==> config.mk <==
export PLATFORM = sky130hd
export DESIGN_NAME = key_to_analog_slew_ramp_flat
export DESIGN_NICKNAME = d
export VERILOG_FILES = /design/src/rtl/kasr_pkg.sv /design/src/rtl/kasr_in_if.sv /design/src/rtl/kasr_out_if.sv /design/src/rtl/kasr_ram.sv /design/src/rtl/kasr_div.sv /design/src/rtl/key_to_analog_slew_ramp.sv /design/src/flat_wrapper.sv
export SDC_FILE = /design/constraint.sdc
export NUM_CORES = 2
export LEC_CHECK = 0
export BUFFER_PORTS_ARGS = -buffer_cell sky130_fd_sc_hd__buf_2
export CORE_ASPECT_RATIO = 0.75
export CORE_MARGIN = 2
export CORE_UTILIZATION = 64
export CTS_BUF_LIST = sky130_fd_sc_hd__clkbuf_4 sky130_fd_sc_hd__clkbuf_8
export CTS_CLUSTER_DIAMETER = 80
export CTS_CLUSTER_SIZE = 16
export DETAILED_ROUTE_END_ITERATION = 10
export PLACE_DENSITY = 0.81
export SLEW_MARGIN = 15
export SYNTH_ARGS = -nofsm -noshare
export SYNTH_HDL_FRONTEND = slang
export SYNTH_SLANG_ARGS = --single-unit
export TNS_END_PERCENT = 1
==> constraint.sdc <==
create_clock -name i_clk -period 16.84 [get_ports i_clk]
set_clock_uncertainty 0.2 [all_clocks]
set_input_delay 3.368 -clock i_clk [delete_from_list [all_inputs] [get_ports i_clk]]
set_output_delay 3.368 -clock i_clk [all_outputs]
set_load 0.03 [all_outputs]
==> src/rtl/kasr_pkg.sv <==
`timescale 1ns / 1ps
// Shared constants, codes and sequencer states for the key-to-analog slew ramp.
// No dependencies; compile first.
package kasr_pkg;

    // Defaults for the top-level parameters
    localparam int CHANNELS_DEF = 8;
    localparam int VFB_DEF      = 14;

    // Field widths
    localparam int OP_W       = 2;
    localparam int CHAN_W     = 3;
    localparam int ELAPSED_W  = 16;
    localparam int LEVEL_W    = 16;
    localparam int TIME_W     = 20;
    localparam int FLOOR_W    = 15;
    localparam int MASK_W     = 8;
    localparam int HOLD_W     = 24;
    localparam int CFG_IDX_W  = 3;
    localparam int CFG_DATA_W = 20;

    // tap_floor is given with this many fraction bits
    localparam int FLOOR_FRAC = 14;

    // Register reset values
    localparam logic [TIME_W-1:0]  RAMP_UP_RST    = TIME_W'(100000);
    localparam logic [TIME_W-1:0]  RAMP_DOWN_RST  = TIME_W'(80000);
    localparam logic               REVERSAL_RST   = 1'b1;
    localparam logic [TIME_W-1:0]  TAP_WINDOW_RST = TIME_W'(150000);
    localparam logic [FLOOR_W-1:0] TAP_FLOOR_RST  = FLOOR_W'(9830);
    localparam logic [MASK_W-1:0]  TAP_MASK_RST   = MASK_W'(255);

    typedef enum logic [OP_W-1:0] {
        OP_DUAL   = 2'd0,
        OP_SINGLE = 2'd1,
        OP_CLEAR  = 2'd2
    } t_op;

    typedef enum logic [CFG_IDX_W-1:0] {
        CFG_RAMP_UP    = 3'd0,
        CFG_RAMP_DOWN  = 3'd1,
        CFG_REVERSAL   = 3'd2,
        CFG_TAP_WINDOW = 3'd3,
        CFG_TAP_FLOOR  = 3'd4,
        CFG_TAP_MASK   = 3'd5
    } t_cfg_idx;

    typedef enum logic [3:0] {
        S_IDLE,
        S_READ,
        S_LOAD,
        S_PREP,
        S_MUL,
        S_TDIV,
        S_TGT,
        S_DIR,
        S_SDIV,
        S_RAMP,
        S_DONE
    } t_state;

endpackage

==> src/rtl/kasr_in_if.sv <==
`timescale 1ns / 1ps
// Request channel of the slew ramp: valid/ready plus one key tick.
// Depends on kasr_pkg.
interface kasr_in_if;
    import kasr_pkg::*;

    logic                 valid;
    logic                 ready;
    logic [OP_W-1:0]      operation;
    logic [CHAN_W-1:0]    channel;
    logic                 positive_pressed;
    logic                 negative_pressed;
    logic [ELAPSED_W-1:0] elapsed;

    modport source (
        output valid, operation, channel, positive_pressed, negative_pressed, elapsed,
        input  ready
    );

    modport sink (
        input  valid, operation, channel, positive_pressed, negative_pressed, elapsed,
        output ready
    );

endinterface

==> src/rtl/kasr_out_if.sv <==
`timescale 1ns / 1ps
// Result channel of the slew ramp: valid/ready plus level and status bits.
// Depends on kasr_pkg.
interface kasr_out_if;
    import kasr_pkg::*;

    logic                      valid;
    logic                      ready;
    logic signed [LEVEL_W-1:0] level;
    logic                      ramping;
    logic                      tap_active;

    modport source (
        output valid, level, ramping, tap_active,
        input  ready
    );

    modport sink (
        input  valid, level, ramping, tap_active,
        output ready
    );

endinterface

==> src/rtl/kasr_ram.sv <==
`timescale 1ns / 1ps
// Generic single-write, single-read RAM with registered read data.
// No dependencies.
module kasr_ram #(
    parameter int WIDTH = 8,
    parameter int DEPTH = 8
) (
    input  logic                                     i_clk,
    input  logic                                     i_we,
    input  logic [((DEPTH > 1) ? $clog2(DEPTH) : 1)-1:0] i_waddr,
    input  logic [WIDTH-1:0]                         i_wdata,
    input  logic [((DEPTH > 1) ? $clog2(DEPTH) : 1)-1:0] i_raddr,
    output logic [WIDTH-1:0]                         o_rdata
);

    logic [WIDTH-1:0] r_mem [DEPTH];
    logic [WIDTH-1:0] r_rdata;

    always_ff @(posedge i_clk) begin
        if (i_we) begin
            r_mem[i_waddr] <= i_wdata;
        end
        r_rdata <= r_mem[i_raddr];
    end

    assign o_rdata = r_rdata;

endmodule

==> src/rtl/kasr_div.sv <==
`timescale 1ns / 1ps
// Restoring divider, one quotient bit per cycle, for quotients known to fit QW bits.
// Dividend = {i_hi, i_lo} with i_hi < i_den. Depends on kasr_pkg for parameter defaults.
module kasr_div #(
    parameter int QW    = kasr_pkg::VFB_DEF + 2,
    parameter int DEN_W = kasr_pkg::TIME_W
) (
    input  logic             i_clk,
    input  logic             i_rst_n,
    input  logic             i_start,
    input  logic [DEN_W-1:0] i_hi,
    input  logic [QW-1:0]    i_lo,
    input  logic [DEN_W-1:0] i_den,
    output logic             o_busy,
    output logic             o_done,
    output logic [QW-1:0]    o_quot
);

    localparam int CW = $clog2(QW + 1);

    logic             r_busy;
    logic             r_done;
    logic [CW-1:0]    r_cnt;
    logic [DEN_W-1:0] r_rem;
    logic [DEN_W-1:0] r_den;
    logic [QW-1:0]    r_lo;
    logic [QW-1:0]    r_quot;

    logic [DEN_W:0]   trial;
    logic [DEN_W:0]   trial_sub;
    logic             ge;

    assign trial     = {r_rem, r_lo[QW-1]};
    assign ge        = trial >= {1'b0, r_den};
    assign trial_sub = trial - {1'b0, r_den};

    always_ff @(posedge i_clk) begin
        if (!i_rst_n) begin
            r_busy <= 1'b0;
            r_done <= 1'b0;
            r_cnt  <= '0;
        end else begin
            r_done <= r_busy && (r_cnt == CW'(1));
            if (i_start) begin
                r_busy <= 1'b1;
                r_cnt  <= CW'(QW);
            end else if (r_busy) begin
                r_cnt <= r_cnt - CW'(1);
                if (r_cnt == CW'(1)) begin
                    r_busy <= 1'b0;
                end
            end
        end
    end

    // Shift one dividend bit into the partial remainder per cycle
    always_ff @(posedge i_clk) begin
        if (i_start) begin
            r_rem  <= i_hi;
            r_lo   <= i_lo;
            r_den  <= i_den;
            r_quot <= '0;
        end else if (r_busy) begin
            r_rem  <= ge ? trial_sub[DEN_W-1:0] : trial[DEN_W-1:0];
            r_lo   <= {r_lo[QW-2:0], 1'b0};
            r_quot <= {r_quot[QW-2:0], ge};
        end
    end

    assign o_busy = r_busy;
    assign o_done = r_done;
    assign o_quot = r_quot;

endmodule

==> src/rtl/key_to_analog_slew_ramp.sv <==
`timescale 1ns / 1ps
// Key-to-analog slew ramp: key ticks per channel in, slew-limited level out.
// Depends on kasr_pkg, kasr_in_if, kasr_out_if, kasr_ram and kasr_div.
//
// Usage:
//   i_in carries one request per tick: operation (dual-key update, single-key
//   update, channel clear), channel, the two key states and the elapsed time
//   in microseconds. o_out returns one result per request: the channel level
//   (signed, VALUE_FRACTION_BITS fraction bits, low 16 bits), a ramping flag
//   and the tap flag. Registers are written on i_cfg_we through i_cfg_index
//   and i_cfg_data; the user must write them only while no request is in
//   flight, which the block itself does not enforce. A clear, the unused code
//   or an absent channel goes from acceptance through the read and load states
//   to the done state. An update adds prep, target and direction and then,
//   unless the ramp time is zero, the ramp state, preceded by the step division
//   when the step does not saturate; a scaled tap adds the multiply and tap
//   division states. The single bit-serial divider, one quotient bit per cycle,
//   serves both; a new request is taken the cycle after the result is stored.
//   Per-channel state lives in a small RAM with one valid bit per channel;
//   reset clears the valid bits, so every channel reads as zero at once and
//   requests are taken right after reset. The result sits in an output
//   register: a stalled receiver does not block acceptance of the next
//   request, only its completion.
module key_to_analog_slew_ramp #(
    parameter int CHANNELS            = kasr_pkg::CHANNELS_DEF,
    parameter int VALUE_FRACTION_BITS = kasr_pkg::VFB_DEF
) (
    input  logic                              i_clk,
    input  logic                              i_rst_n,
    input  logic                              i_cfg_we,
    input  logic [kasr_pkg::CFG_IDX_W-1:0]    i_cfg_index,
    input  logic [kasr_pkg::CFG_DATA_W-1:0]   i_cfg_data,
    kasr_in_if.sink                           i_in,
    kasr_out_if.source                        o_out
);
    import kasr_pkg::*;

    localparam int VFB    = VALUE_FRACTION_BITS;
    localparam int MAG_W  = VFB + 1;           // magnitude up to 1.0
    localparam int LW     = VFB + 2;           // stored signed level / target
    localparam int DW     = VFB + 3;           // signed differences
    localparam int QW     = VFB + 2;           // quotient bits
    localparam int PW     = MAG_W + TIME_W;    // tap product
    localparam int HS_W   = HOLD_W + 1;
    localparam int RT4_W  = TIME_W + 2;
    localparam int AW     = (CHANNELS > 1) ? $clog2(CHANNELS) : 1;
    localparam int CXW    = (AW > CHAN_W) ? AW : CHAN_W;
    localparam int EW     = 2 * LW + HOLD_W + 3;
    localparam int LXW    = (LW > LEVEL_W) ? LW : LEVEL_W;
    localparam int FSH_L  = (VFB >= FLOOR_FRAC) ? VFB - FLOOR_FRAC : 0;
    localparam int FSH_R  = (VFB < FLOOR_FRAC) ? FLOOR_FRAC - VFB : 0;
    localparam int FXW    = FLOOR_W + FSH_L;
    localparam int CMPW   = (FXW > MAG_W) ? FXW : MAG_W;
    localparam int NEAR_I = ((1 << VFB) + 50) / 100;

    localparam logic [MAG_W-1:0]       ONE_M  = {1'b1, {VFB{1'b0}}};
    localparam logic signed [LW-1:0]   ONE_S  = {2'b01, {VFB{1'b0}}};
    localparam logic [DW-1:0]          NEAR_D = DW'(NEAR_I);

    // ------------------------------------------------------------------
    // Configuration registers
    // ------------------------------------------------------------------
    logic [TIME_W-1:0]  r_ramp_up;
    logic [TIME_W-1:0]  r_ramp_down;
    logic               r_reversal;
    logic [TIME_W-1:0]  r_tap_window;
    logic [FLOOR_W-1:0] r_tap_floor;
    logic [MASK_W-1:0]  r_tap_mask;

    always_ff @(posedge i_clk) begin
        if (!i_rst_n) begin
            r_ramp_up    <= RAMP_UP_RST;
            r_ramp_down  <= RAMP_DOWN_RST;
            r_reversal   <= REVERSAL_RST;
            r_tap_window <= TAP_WINDOW_RST;
            r_tap_floor  <= TAP_FLOOR_RST;
            r_tap_mask   <= TAP_MASK_RST;
        end else if (i_cfg_we) begin
            case (t_cfg_idx'(i_cfg_index))
                CFG_RAMP_UP:    r_ramp_up    <= i_cfg_data;
                CFG_RAMP_DOWN:  r_ramp_down  <= i_cfg_data;
                CFG_REVERSAL:   r_reversal   <= i_cfg_data[0];
                CFG_TAP_WINDOW: r_tap_window <= i_cfg_data;
                CFG_TAP_FLOOR:  r_tap_floor  <= i_cfg_data[FLOOR_W-1:0];
                CFG_TAP_MASK:   r_tap_mask   <= i_cfg_data[MASK_W-1:0];
                default: ;
            endcase
        end
    end

    // ------------------------------------------------------------------
    // Sequencer, request and working registers
    // ------------------------------------------------------------------
    t_state r_state;
    t_state n_state;

    logic [OP_W-1:0]        r_op;
    logic [CHAN_W-1:0]      r_chan;
    logic                   r_p;
    logic                   r_n;
    logic [ELAPSED_W-1:0]   r_dt;
    logic                   r_oor;

    logic signed [LW-1:0]   r_lvl;
    logic signed [LW-1:0]   r_tgt;
    logic [HOLD_W-1:0]      r_hold;
    logic                   r_lp;
    logic                   r_ln;
    logic                   r_tap;
    logic                   r_press;
    logic                   r_tneg;
    logic [MAG_W-1:0]       r_tmag;
    logic [MAG_W-1:0]       r_floor;
    logic [MAG_W-1:0]       r_span;
    logic [QW-1:0]          r_step;

    logic                      r_ovalid;
    logic signed [LEVEL_W-1:0] r_olevel;
    logic                      r_oramp;
    logic                      r_otap;

    logic [CHANNELS-1:0]    r_valid;

    // Handshake and strobes from the output decode
    logic in_ready;
    logic div_start;
    logic div_for_step;
    logic done_fire;
    logic out_free;

    assign out_free = !r_ovalid || o_out.ready;

    // ------------------------------------------------------------------
    // Channel state RAM: {level, target, hold, last_pos, last_neg, tap}
    // ------------------------------------------------------------------
    logic [CXW-1:0] chan_x;
    logic [AW-1:0]  addr;
    logic [EW-1:0]  ram_rdata;
    logic [EW-1:0]  ram_wdata;
    logic           ram_we;
    logic [EW-1:0]  entry;

    assign chan_x    = CXW'(r_chan);
    assign addr      = chan_x[AW-1:0];
    assign ram_wdata = {r_lvl, r_tgt, r_hold, r_lp, r_ln, r_tap};
    assign ram_we    = done_fire && !r_oor && (r_op inside {OP_DUAL, OP_SINGLE});

    kasr_ram #(
        .WIDTH (EW),
        .DEPTH (CHANNELS)
    ) u_state_ram (
        .i_clk   (i_clk),
        .i_we    (ram_we),
        .i_waddr (addr),
        .i_wdata (ram_wdata),
        .i_raddr (addr),
        .o_rdata (ram_rdata)
    );

    // A channel never written since reset or clear reads as all zero
    assign entry = r_valid[addr] ? ram_rdata : '0;

    logic signed [LW-1:0] e_lvl;
    logic signed [LW-1:0] e_tgt;
    logic [HOLD_W-1:0]    e_hold;
    logic                 e_lp;
    logic                 e_ln;
    logic                 e_tap;

    assign {e_lvl, e_tgt, e_hold, e_lp, e_ln, e_tap} = entry;

    // ------------------------------------------------------------------
    // Load stage: reversal snap and hold-time update
    // ------------------------------------------------------------------
    logic                 zero_out;
    logic                 rev;
    logic                 key_any;
    logic [HOLD_W-1:0]    hold0;
    logic [HS_W-1:0]      hsum;
    logic [HOLD_W-1:0]    hold_upd;

    assign zero_out = r_oor || (r_op == OP_CLEAR);
    // Dual mode with reversal enabled: pressing the key opposite to the one held alone last tick
    assign rev      = (r_op == OP_DUAL) && r_reversal &&
                      ((r_p && e_ln && !e_lp) || (r_n && e_lp && !e_ln));
    assign key_any  = (r_op == OP_DUAL) ? (r_p || r_n) : r_p;
    assign hold0    = rev ? '0 : e_hold;
    assign hsum     = {1'b0, hold0} + HS_W'(r_dt);
    // Clear the hold time when no key is down, else saturate it at full scale
    assign hold_upd = !key_any ? '0 : (hsum[HOLD_W] ? '1 : hsum[HOLD_W-1:0]);

    // ------------------------------------------------------------------
    // Prep stage: tap eligibility and scaled floor
    // ------------------------------------------------------------------
    logic             tap_elig;
    logic [FXW-1:0]   fsc;
    logic [MAG_W-1:0] floor_m;

    assign tap_elig = r_tap_mask[r_chan] && (r_hold <= HOLD_W'(r_tap_window));
    assign fsc      = (FXW'(r_tap_floor) << FSH_L) >> FSH_R;
    assign floor_m  = (CMPW'(fsc) > CMPW'(ONE_M)) ? ONE_M : fsc[MAG_W-1:0];

    // Tap product (ONE - floor) * hold, straight into the divider at start
    logic [PW-1:0] prod;

    assign prod = r_span * r_hold[TIME_W-1:0];

    // ------------------------------------------------------------------
    // Target stage: signed target and the 0.01 dead band
    // ------------------------------------------------------------------
    logic signed [LW-1:0] tpos;
    logic signed [LW-1:0] tval;
    logic signed [DW-1:0] tdiff;
    logic [DW-1:0]        tdiff_mag;

    assign tpos      = signed'({1'b0, r_tmag});
    assign tval      = r_tneg ? -tpos : tpos;
    assign tdiff     = DW'(r_tgt) - DW'(tval);
    assign tdiff_mag = tdiff[DW-1] ? -tdiff : tdiff;

    // ------------------------------------------------------------------
    // Direction stage: pick ramp time, check for instant or saturated step
    // ------------------------------------------------------------------
    logic [LW-1:0]     mag_tgt;
    logic [LW-1:0]     mag_lvl;
    logic              ramp_up;
    logic [TIME_W-1:0] rt_sel;
    logic              rt_zero;
    logic              step_sat;

    assign mag_tgt  = r_tgt[LW-1] ? -r_tgt : r_tgt;
    assign mag_lvl  = r_lvl[LW-1] ? -r_lvl : r_lvl;
    assign ramp_up  = (r_op == OP_DUAL) ? (mag_tgt > mag_lvl) : (r_lvl < r_tgt);
    assign rt_sel   = ramp_up ? r_ramp_up : r_ramp_down;
    assign rt_zero  = (rt_sel == '0);
    // dt >= 4*rt means a step of at least four times full scale: no division needed
    assign step_sat = RT4_W'(r_dt) >= {rt_sel, 2'b00};

    // ------------------------------------------------------------------
    // Shared bit-serial divider
    // ------------------------------------------------------------------
    logic [TIME_W-1:0] div_hi;
    logic [QW-1:0]     div_lo;
    logic [TIME_W-1:0] div_den;
    logic              div_busy;
    logic              div_done;
    logic [QW-1:0]     div_quot;

    assign div_hi  = div_for_step ? TIME_W'(r_dt[ELAPSED_W-1:2]) : TIME_W'(prod[PW-1:QW]);
    assign div_lo  = div_for_step ? {r_dt[1:0], {VFB{1'b0}}} : prod[QW-1:0];
    assign div_den = div_for_step ? rt_sel : r_tap_window;

    kasr_div #(
        .QW    (QW),
        .DEN_W (TIME_W)
    ) u_div (
        .i_clk   (i_clk),
        .i_rst_n (i_rst_n),
        .i_start (div_start),
        .i_hi    (div_hi),
        .i_lo    (div_lo),
        .i_den   (div_den),
        .o_busy  (div_busy),
        .o_done  (div_done),
        .o_quot  (div_quot)
    );

    // ------------------------------------------------------------------
    // Ramp stage: move by the step, clamp at the target
    // ------------------------------------------------------------------
    logic signed [DW-1:0] rdiff;
    logic [DW-1:0]        rmag;
    logic signed [LW-1:0] lvl_ramp;

    assign rdiff = DW'(r_tgt) - DW'(r_lvl);
    assign rmag  = rdiff[DW-1] ? -rdiff : rdiff;

    always_comb begin
        if (rmag <= DW'(r_step)) begin
            lvl_ramp = r_tgt;
        end else if (rdiff[DW-1]) begin
            lvl_ramp = r_lvl - signed'(r_step);
        end else begin
            lvl_ramp = r_lvl + signed'(r_step);
        end
    end

    // Result fields
    logic signed [DW-1:0]  ldiff;
    logic [DW-1:0]         lmag;
    logic signed [LXW-1:0] lvl_x;

    assign ldiff = DW'(r_lvl) - DW'(r_tgt);
    assign lmag  = ldiff[DW-1] ? -ldiff : ldiff;
    assign lvl_x = LXW'(r_lvl);

    // ------------------------------------------------------------------
    // Sequencer: next state
    // ------------------------------------------------------------------
    always_comb begin
        n_state = r_state;
        case (r_state)
            S_IDLE: begin
                if (i_in.valid) n_state = S_READ;
            end
            S_READ: n_state = S_LOAD;
            S_LOAD: begin
                // Clear, unused codes and absent channels only report
                if (r_oor || !(r_op inside {OP_DUAL, OP_SINGLE})) n_state = S_DONE;
                else n_state = S_PREP;
            end
            S_PREP: begin
                if (r_press && tap_elig && (r_tap_window != '0)) n_state = S_MUL;
                else n_state = S_TGT;
            end
            S_MUL:  n_state = S_TDIV;
            S_TDIV: begin
                if (div_done) n_state = S_TGT;
            end
            S_TGT:  n_state = S_DIR;
            S_DIR: begin
                if (rt_zero) n_state = S_DONE;
                else if (step_sat) n_state = S_RAMP;
                else n_state = S_SDIV;
            end
            S_SDIV: begin
                if (div_done) n_state = S_RAMP;
            end
            S_RAMP: n_state = S_DONE;
            S_DONE: begin
                if (out_free) n_state = S_IDLE;
            end
            default: n_state = S_IDLE;
        endcase
    end

    // ------------------------------------------------------------------
    // Sequencer: outputs
    // ------------------------------------------------------------------
    always_comb begin
        in_ready     = 1'b0;
        div_start    = 1'b0;
        div_for_step = 1'b0;
        done_fire    = 1'b0;
        case (r_state)
            S_IDLE: in_ready = 1'b1;
            S_MUL:  div_start = 1'b1;
            S_DIR: begin
                div_for_step = 1'b1;
                div_start    = !rt_zero && !step_sat;
            end
            S_DONE: done_fire = out_free;
            default: ;
        endcase
    end

    always_ff @(posedge i_clk) begin
        if (!i_rst_n) begin
            r_state  <= S_IDLE;
            r_ovalid <= 1'b0;
            r_valid  <= '0;
        end else begin
            r_state <= n_state;
            if (done_fire) begin
                r_ovalid <= 1'b1;
            end else if (o_out.ready) begin
                r_ovalid <= 1'b0;
            end
            // Mark written channels, drop cleared ones
            if (done_fire && !r_oor) begin
                if (r_op inside {OP_DUAL, OP_SINGLE}) begin
                    r_valid[addr] <= 1'b1;
                end else if (r_op == OP_CLEAR) begin
                    r_valid[addr] <= 1'b0;
                end
            end
        end
    end

    // ------------------------------------------------------------------
    // Datapath
    // ------------------------------------------------------------------
    always_ff @(posedge i_clk) begin
        case (r_state)
            S_IDLE: begin
                if (i_in.valid) begin
                    r_op   <= i_in.operation;
                    r_chan <= i_in.channel;
                    r_p    <= i_in.positive_pressed;
                    r_n    <= i_in.negative_pressed;
                    r_dt   <= i_in.elapsed;
                    r_oor  <= 32'(i_in.channel) >= 32'(CHANNELS);
                end
            end
            S_LOAD: begin
                r_lvl   <= (zero_out || rev) ? '0 : e_lvl;
                r_tgt   <= (zero_out || rev) ? '0 : e_tgt;
                r_tap   <= zero_out ? 1'b0 : e_tap;
                r_hold  <= hold_upd;
                r_lp    <= r_p;
                r_ln    <= (r_op == OP_DUAL) ? r_n : e_ln;
                r_press <= (r_op == OP_DUAL) ? (r_p ^ r_n) : r_p;
                r_tneg  <= (r_op == OP_DUAL) && r_n;
            end
            S_PREP: begin
                r_floor <= floor_m;
                r_span  <= ONE_M - floor_m;
                // Tap flag follows only a single-key target
                if (r_press) r_tap <= tap_elig;
                r_tmag  <= r_press ? ONE_M : '0;
            end
            S_TDIV: begin
                if (div_done) r_tmag <= r_floor + div_quot[MAG_W-1:0];
            end
            S_TGT: begin
                if (tdiff_mag > NEAR_D) r_tgt <= tval;
            end
            S_DIR: begin
                if (rt_zero) begin
                    r_lvl <= r_tgt;
                end else if (step_sat) begin
                    r_step <= '1;
                end
            end
            S_SDIV: begin
                if (div_done) r_step <= div_quot;
            end
            S_RAMP: r_lvl <= lvl_ramp;
            S_DONE: begin
                if (out_free) begin
                    r_olevel <= lvl_x[LEVEL_W-1:0];
                    r_oramp  <= lmag > NEAR_D;
                    r_otap   <= r_tap;
                end
            end
            default: ;
        endcase
    end

    assign i_in.ready       = in_ready;
    assign o_out.valid      = r_ovalid;
    assign o_out.level      = r_olevel;
    assign o_out.ramping    = r_oramp;
    assign o_out.tap_active = r_otap;

    // ------------------------------------------------------------------
    // Assertions
    // ------------------------------------------------------------------
    a_level_range: assert property (@(posedge i_clk) disable iff (!i_rst_n)
        (r_state == S_DONE) |-> (r_lvl <= ONE_S && r_lvl >= -ONE_S))
        else $error("level out of full-scale range at completion");

    a_ramp_rise: assert property (@(posedge i_clk) disable iff (!i_rst_n)
        (r_state == S_RAMP && r_tgt > r_lvl) |=> (r_lvl <= r_tgt && r_lvl >= $past(r_lvl)))
        else $error("rising ramp overshot or moved backward");

    a_ramp_fall: assert property (@(posedge i_clk) disable iff (!i_rst_n)
        (r_state == S_RAMP && r_tgt < r_lvl) |=> (r_lvl >= r_tgt && r_lvl <= $past(r_lvl)))
        else $error("falling ramp overshot or moved backward");

    a_div_free: assert property (@(posedge i_clk) disable iff (!i_rst_n)
        div_start |-> !div_busy)
        else $error("divider started while busy");

endmodule
==> src/flat_wrapper.sv <==
// flat-port wrapper written by rule: the top's interface ports become plain ports
module key_to_analog_slew_ramp_flat import kasr_pkg::*;
#(
    parameter int CHANNELS            = kasr_pkg::CHANNELS_DEF,
    parameter int VALUE_FRACTION_BITS = kasr_pkg::VFB_DEF
)
  (i_clk, i_rst_n, i_cfg_we, i_cfg_index, i_cfg_data, i_in_valid, i_in_operation, i_in_channel, i_in_positive_pressed, i_in_negative_pressed, i_in_elapsed, i_in_ready, o_out_valid, o_out_level, o_out_ramping, o_out_tap_active, o_out_ready);
  kasr_in_if i_in_i ();
  kasr_out_if o_out_i ();
  input  logic i_clk;
  input  logic i_rst_n;
  input  logic i_cfg_we;
  input  logic [kasr_pkg::CFG_IDX_W-1:0] i_cfg_index;
  input  logic [kasr_pkg::CFG_DATA_W-1:0] i_cfg_data;
  input wire logic [$bits(i_in_i.valid)-1:0] i_in_valid;
  input wire logic [$bits(i_in_i.operation)-1:0] i_in_operation;
  input wire logic [$bits(i_in_i.channel)-1:0] i_in_channel;
  input wire logic [$bits(i_in_i.positive_pressed)-1:0] i_in_positive_pressed;
  input wire logic [$bits(i_in_i.negative_pressed)-1:0] i_in_negative_pressed;
  input wire logic [$bits(i_in_i.elapsed)-1:0] i_in_elapsed;
  output wire logic [$bits(i_in_i.ready)-1:0] i_in_ready;
  output wire logic [$bits(o_out_i.valid)-1:0] o_out_valid;
  output wire logic [$bits(o_out_i.level)-1:0] o_out_level;
  output wire logic [$bits(o_out_i.ramping)-1:0] o_out_ramping;
  output wire logic [$bits(o_out_i.tap_active)-1:0] o_out_tap_active;
  input wire logic [$bits(o_out_i.ready)-1:0] o_out_ready;
  assign i_in_i.valid = i_in_valid;
  assign i_in_i.operation = i_in_operation;
  assign i_in_i.channel = i_in_channel;
  assign i_in_i.positive_pressed = i_in_positive_pressed;
  assign i_in_i.negative_pressed = i_in_negative_pressed;
  assign i_in_i.elapsed = i_in_elapsed;
  assign i_in_ready = i_in_i.ready;
  assign o_out_valid = o_out_i.valid;
  assign o_out_level = o_out_i.level;
  assign o_out_ramping = o_out_i.ramping;
  assign o_out_tap_active = o_out_i.tap_active;
  assign o_out_i.ready = o_out_ready;
  key_to_analog_slew_ramp #(.CHANNELS(CHANNELS), .VALUE_FRACTION_BITS(VALUE_FRACTION_BITS)) u_core (.i_clk(i_clk), .i_rst_n(i_rst_n), .i_cfg_we(i_cfg_we), .i_cfg_index(i_cfg_index), .i_cfg_data(i_cfg_data), .i_in(i_in_i), .o_out(o_out_i));
endmodule
==> impl_results.md <==
- Top FF cell, synth: edfxtp_1
- WL per Instance: 25.0 um
- Number of synthesis warnings: 0
- FMAX: 0.119 GHz
- Mapped Avg Cell Area: 11.0 um^2
- Placed Area: 0.0517 mm^2
- WL final: 142 mm
- Worst VDD drop: 0.529 mV
- DP HPWL: 96.8 mm
- Seq/Total Area, Yosys: 0.483
- Initial antenna violation count: 10
- Post-Syn Nets: 5,161
- Layout Nets: 5,133
- Internal power: 5.25 mW
- EDFF count, synth: 690
- Port buffer count: 70
- Synth area leaders: edfxtp_1, fa_1, ha_1
- Synthesis-stage register bit count: 869
- Async S/R FF share, synth: 0
- Post-CTS sizing: 0
- Die Wd: 328 um
- Area of the multi-input gates: 0.0239 mm^2
- Most area-hungry cell type in the Yosys netlist: edfxtp_1
- Largest net degree at the start of global routing: 64
- Vias in the first global route: 34,812
- Post-route DRC: 0
- Clk buf depth: 3
- Cts hold-fix bufs: 0
- Starting DRT DRC Count: 4,881
- Clk_lat worst skew: 0.77 ns
- Global route total overflow: 0
- Most common cell after layout, fill and taps aside: edfxtp_1
- Crit path kind: reg2reg
- Non-filler instance count after layout: 5,659
- Pwr/cell area: 191 mW/mm^2
- Crit start category: register
- GPL Wtd Cong: 0.973
- Vias: 36,999
- Share of Yosys cell area claimed by the top area cell type: 0.412
- Clk network pwr share: 0.112
- Area Growth Syn to Fin: 5.25%
- First-pass GRT wire length: 211 mm
- Gate Count Post-Synth: 4,584
- Distinct cells, synth: 83
- Post-Syn Area: 0.0503 mm^2
- Sinks on Clock Net: 869
- Max_slew headroom: 0.198
- Chip height: 247 um
- LEAKAGE: 20.7 nW
- Clk slew on worst S/H paths: 0.11 ns
- NetSw: 4.88 mW
- Logic pwr share: 0.624
- Root Buffer: clkbuf_8
- CTS H-Tree Depth: 2
- Routed Antenna Nets: 0
- GRT Overall Usage: 0.349
- Final Instance Area: 0.0530 mm^2
- # rows: 89
- Slew Limit Fails: 0
- Final Hold Violating Endpoints: 0
- RSZ-0062 raised after global routing: false
- I/O pin count: 71
- Crit path time final: 8.40 ns
- Final hold slack: 0.262 ns
- CTS tree: built
- HP Class: reg2reg
- CP Data Arrival Time: 8.74 ns
- Postcts setup bufs: 0
- Sequential power share: 0.263
- Critical path required time: 17.18 ns
- Status: completed
- Final setup violating endpoints: 0
- Max Fanout on Critical Path: 52
- FILL cells: 5,723
- Vias per inst: 6.54
- Cell total after placement: 5,539
- Most frequent cells in the layout: edfxtp_1, nand2_1, inv_1
- Tot Pwr: 10.1 mW
- Period utilization: 0.499
- Num CTS Buffers: 61
- Core box area: 0.0783 mm^2
- Setup TNS: 0 ns
- Sw frac: 0.482
- Total area of sequential cells: 0.0243 mm^2
- CP Capture Type: register
- Initial core utilization: 0.643
- Number of max-cap violations: 0
- Share of cells above drive strength 1: 0.0662
- Worst Max-Slew Pin Slew: 1.20 ns
- Die area: 0.0809 mm^2
- Drt pass-1 iters: 7
per-layer routing:
metal | global-route usage | part of all wire | up-vias
li1 | - | - | 16309
met1 | 0.506 | 0.41 | 18024
met2 | 0.477 | 0.40 | 2382
met3 | 0.144 | 0.16 | 270
met4 | 0.104 | 0.028 | 14
met5 | 0 | 0.00068 | -
flip-flops by register name, summed over array words and instances, names as in the netlist, 20 cells and up, named ones only:
| name | count |
|---|---|
| u_core.r_hold | 24 |
| u_core.r_ramp_down | 20 |
| u_core.r_ramp_up | 20 |
| u_core.r_tap_window | 20 |
| u_core.u_div.r_den | 20 |
| u_core.u_div.r_rem | 20 |
| u_core.u_state_ram.o_rdata | 59 |
| u_core.u_state_ram.r_mem | 472 |
through the flow:
stage	utilization	worst slack, ns
global route	0.677	7.90
finish	0.677	8.44
detailed placement	0.660	8.59
global placement	0.660	8.74
CTS	0.677	8.59
floorplan	-	9.78
critical path: stages (launching register included):
cell and delay (ns):
edfxtp_1 0.67, nor4_1 0.42, nand4_1 0.26, or3_1 0.47
or4_1 0.49, ha_1 0.31, nand4_1 0.12, nor2_1 0.15
o21ai_0 0.10, o221ai_1 0.15, or4_1 0.12, o21ai_0 0.16
a31oi_4 0.92, mux2_2 0.45, ha_1 0.27, nor3b_1 0.13
o21ai_0 0.19, a21oi_1 0.09, o21ai_0 0.19, a31oi_1 0.10
nor2_1 0.18, nand2_1 0.09, nand3_1 0.16, a31oi_4 0.11
buf_4 0.32, inv_2 0.80, o21ai_0 0.22, a311o_1 0.31
area by class of cell:
| type | count | area share |
|---|---|---|
| Multi-Input combinational cell | 3124 | 0.452 |
| Timing Repair Buffer | 116 | 0.0131 |
| Clock buffer | 107 | 0.0224 |
| Inverter | 384 | 0.0272 |
| Clock inverter | 8 | 0.00187 |
| Antenna cell | 5 | 0.000236 |
| Tap cell | 1046 | 0.0247 |
| Sequential cell | 869 | 0.459 |
final timing paths:
check                                                                from                                     end  slack [ns]  cells after the start
worst min register to register  u_core.u_state_ram.r_mem[7][13]$_DFFE_PP_  u_core.u_state_ram.o_rdata[13]$_DFF_P_        0.26                      2
worst min-delay path            u_core.u_state_ram.r_mem[7][13]$_DFFE_PP_  u_core.u_state_ram.o_rdata[13]$_DFF_P_        0.26                      2
worst max-delay path                            u_core.lvl_x[4]$_DFFE_PP_        u_core.u_div.r_rem[17]$_DFFE_PP_        8.44                     27
worst max register to register                  u_core.lvl_x[4]$_DFFE_PP_        u_core.u_div.r_rem[17]$_DFFE_PP_        8.44                     27
logic make-up after synthesis:
logic type                 Yosys count  share of synthesized area
DFF                                869                      0.483
and+or+nand+nor                   1359                      0.131
muxes                               63                     0.0127
buffers and inverters              591                     0.0444
xor gates and xnor gates           193                     0.0336
AOI/OAI and AO/OA                  983                      0.129
adders and majority gates          526                      0.166
power groups by stage:
stage               clock network (mW)  logic (mW)  registers (mW)
floorplan                            0        4.19            2.59
global placement                     0        5.83            2.70
detailed placement                   0        5.92            2.70
CTS                               1.14        5.99            2.65
global route                      1.23        6.76            2.67
finish                            1.14        6.33            2.67
synthesized netlist by cell type, types with 12 or more instances:
| cell | instances |
|---|---|
| nor2_1 | 178 |
| nor3b_1 | 12 |
| a22oi_1 | 247 |
| a21oi_1 | 229 |
| or3_1 | 19 |
| dfxtp_1 | 179 |
| and2_1 | 144 |
| nand2b_1 | 58 |
| xnor2_1 | 125 |
| a21o_1 | 72 |
| a211oi_1 | 22 |
| nand4_1 | 88 |
| edfxtp_1 | 690 |
| o21bai_1 | 15 |
| ha_1 | 287 |
| or2_2 | 13 |
| nor4_1 | 27 |
| o21ai_0 | 172 |
| a21boi_0 | 12 |
| fa_1 | 239 |
| o41ai_1 | 15 |
| nor2b_1 | 56 |
| nand3_1 | 82 |
| o21a_1 | 26 |
| nor3_1 | 61 |
| clkbuf_1 | 193 |
| nand2_1 | 558 |
| mux2i_1 | 57 |
| o221ai_1 | 14 |
| or4_1 | 12 |
| o211ai_1 | 19 |
| a31oi_1 | 26 |
| inv_1 | 382 |
| and3_1 | 18 |
| xor2_1 | 68 |
| o31ai_1 | 31 |
(Power assumes the default switching activity.)
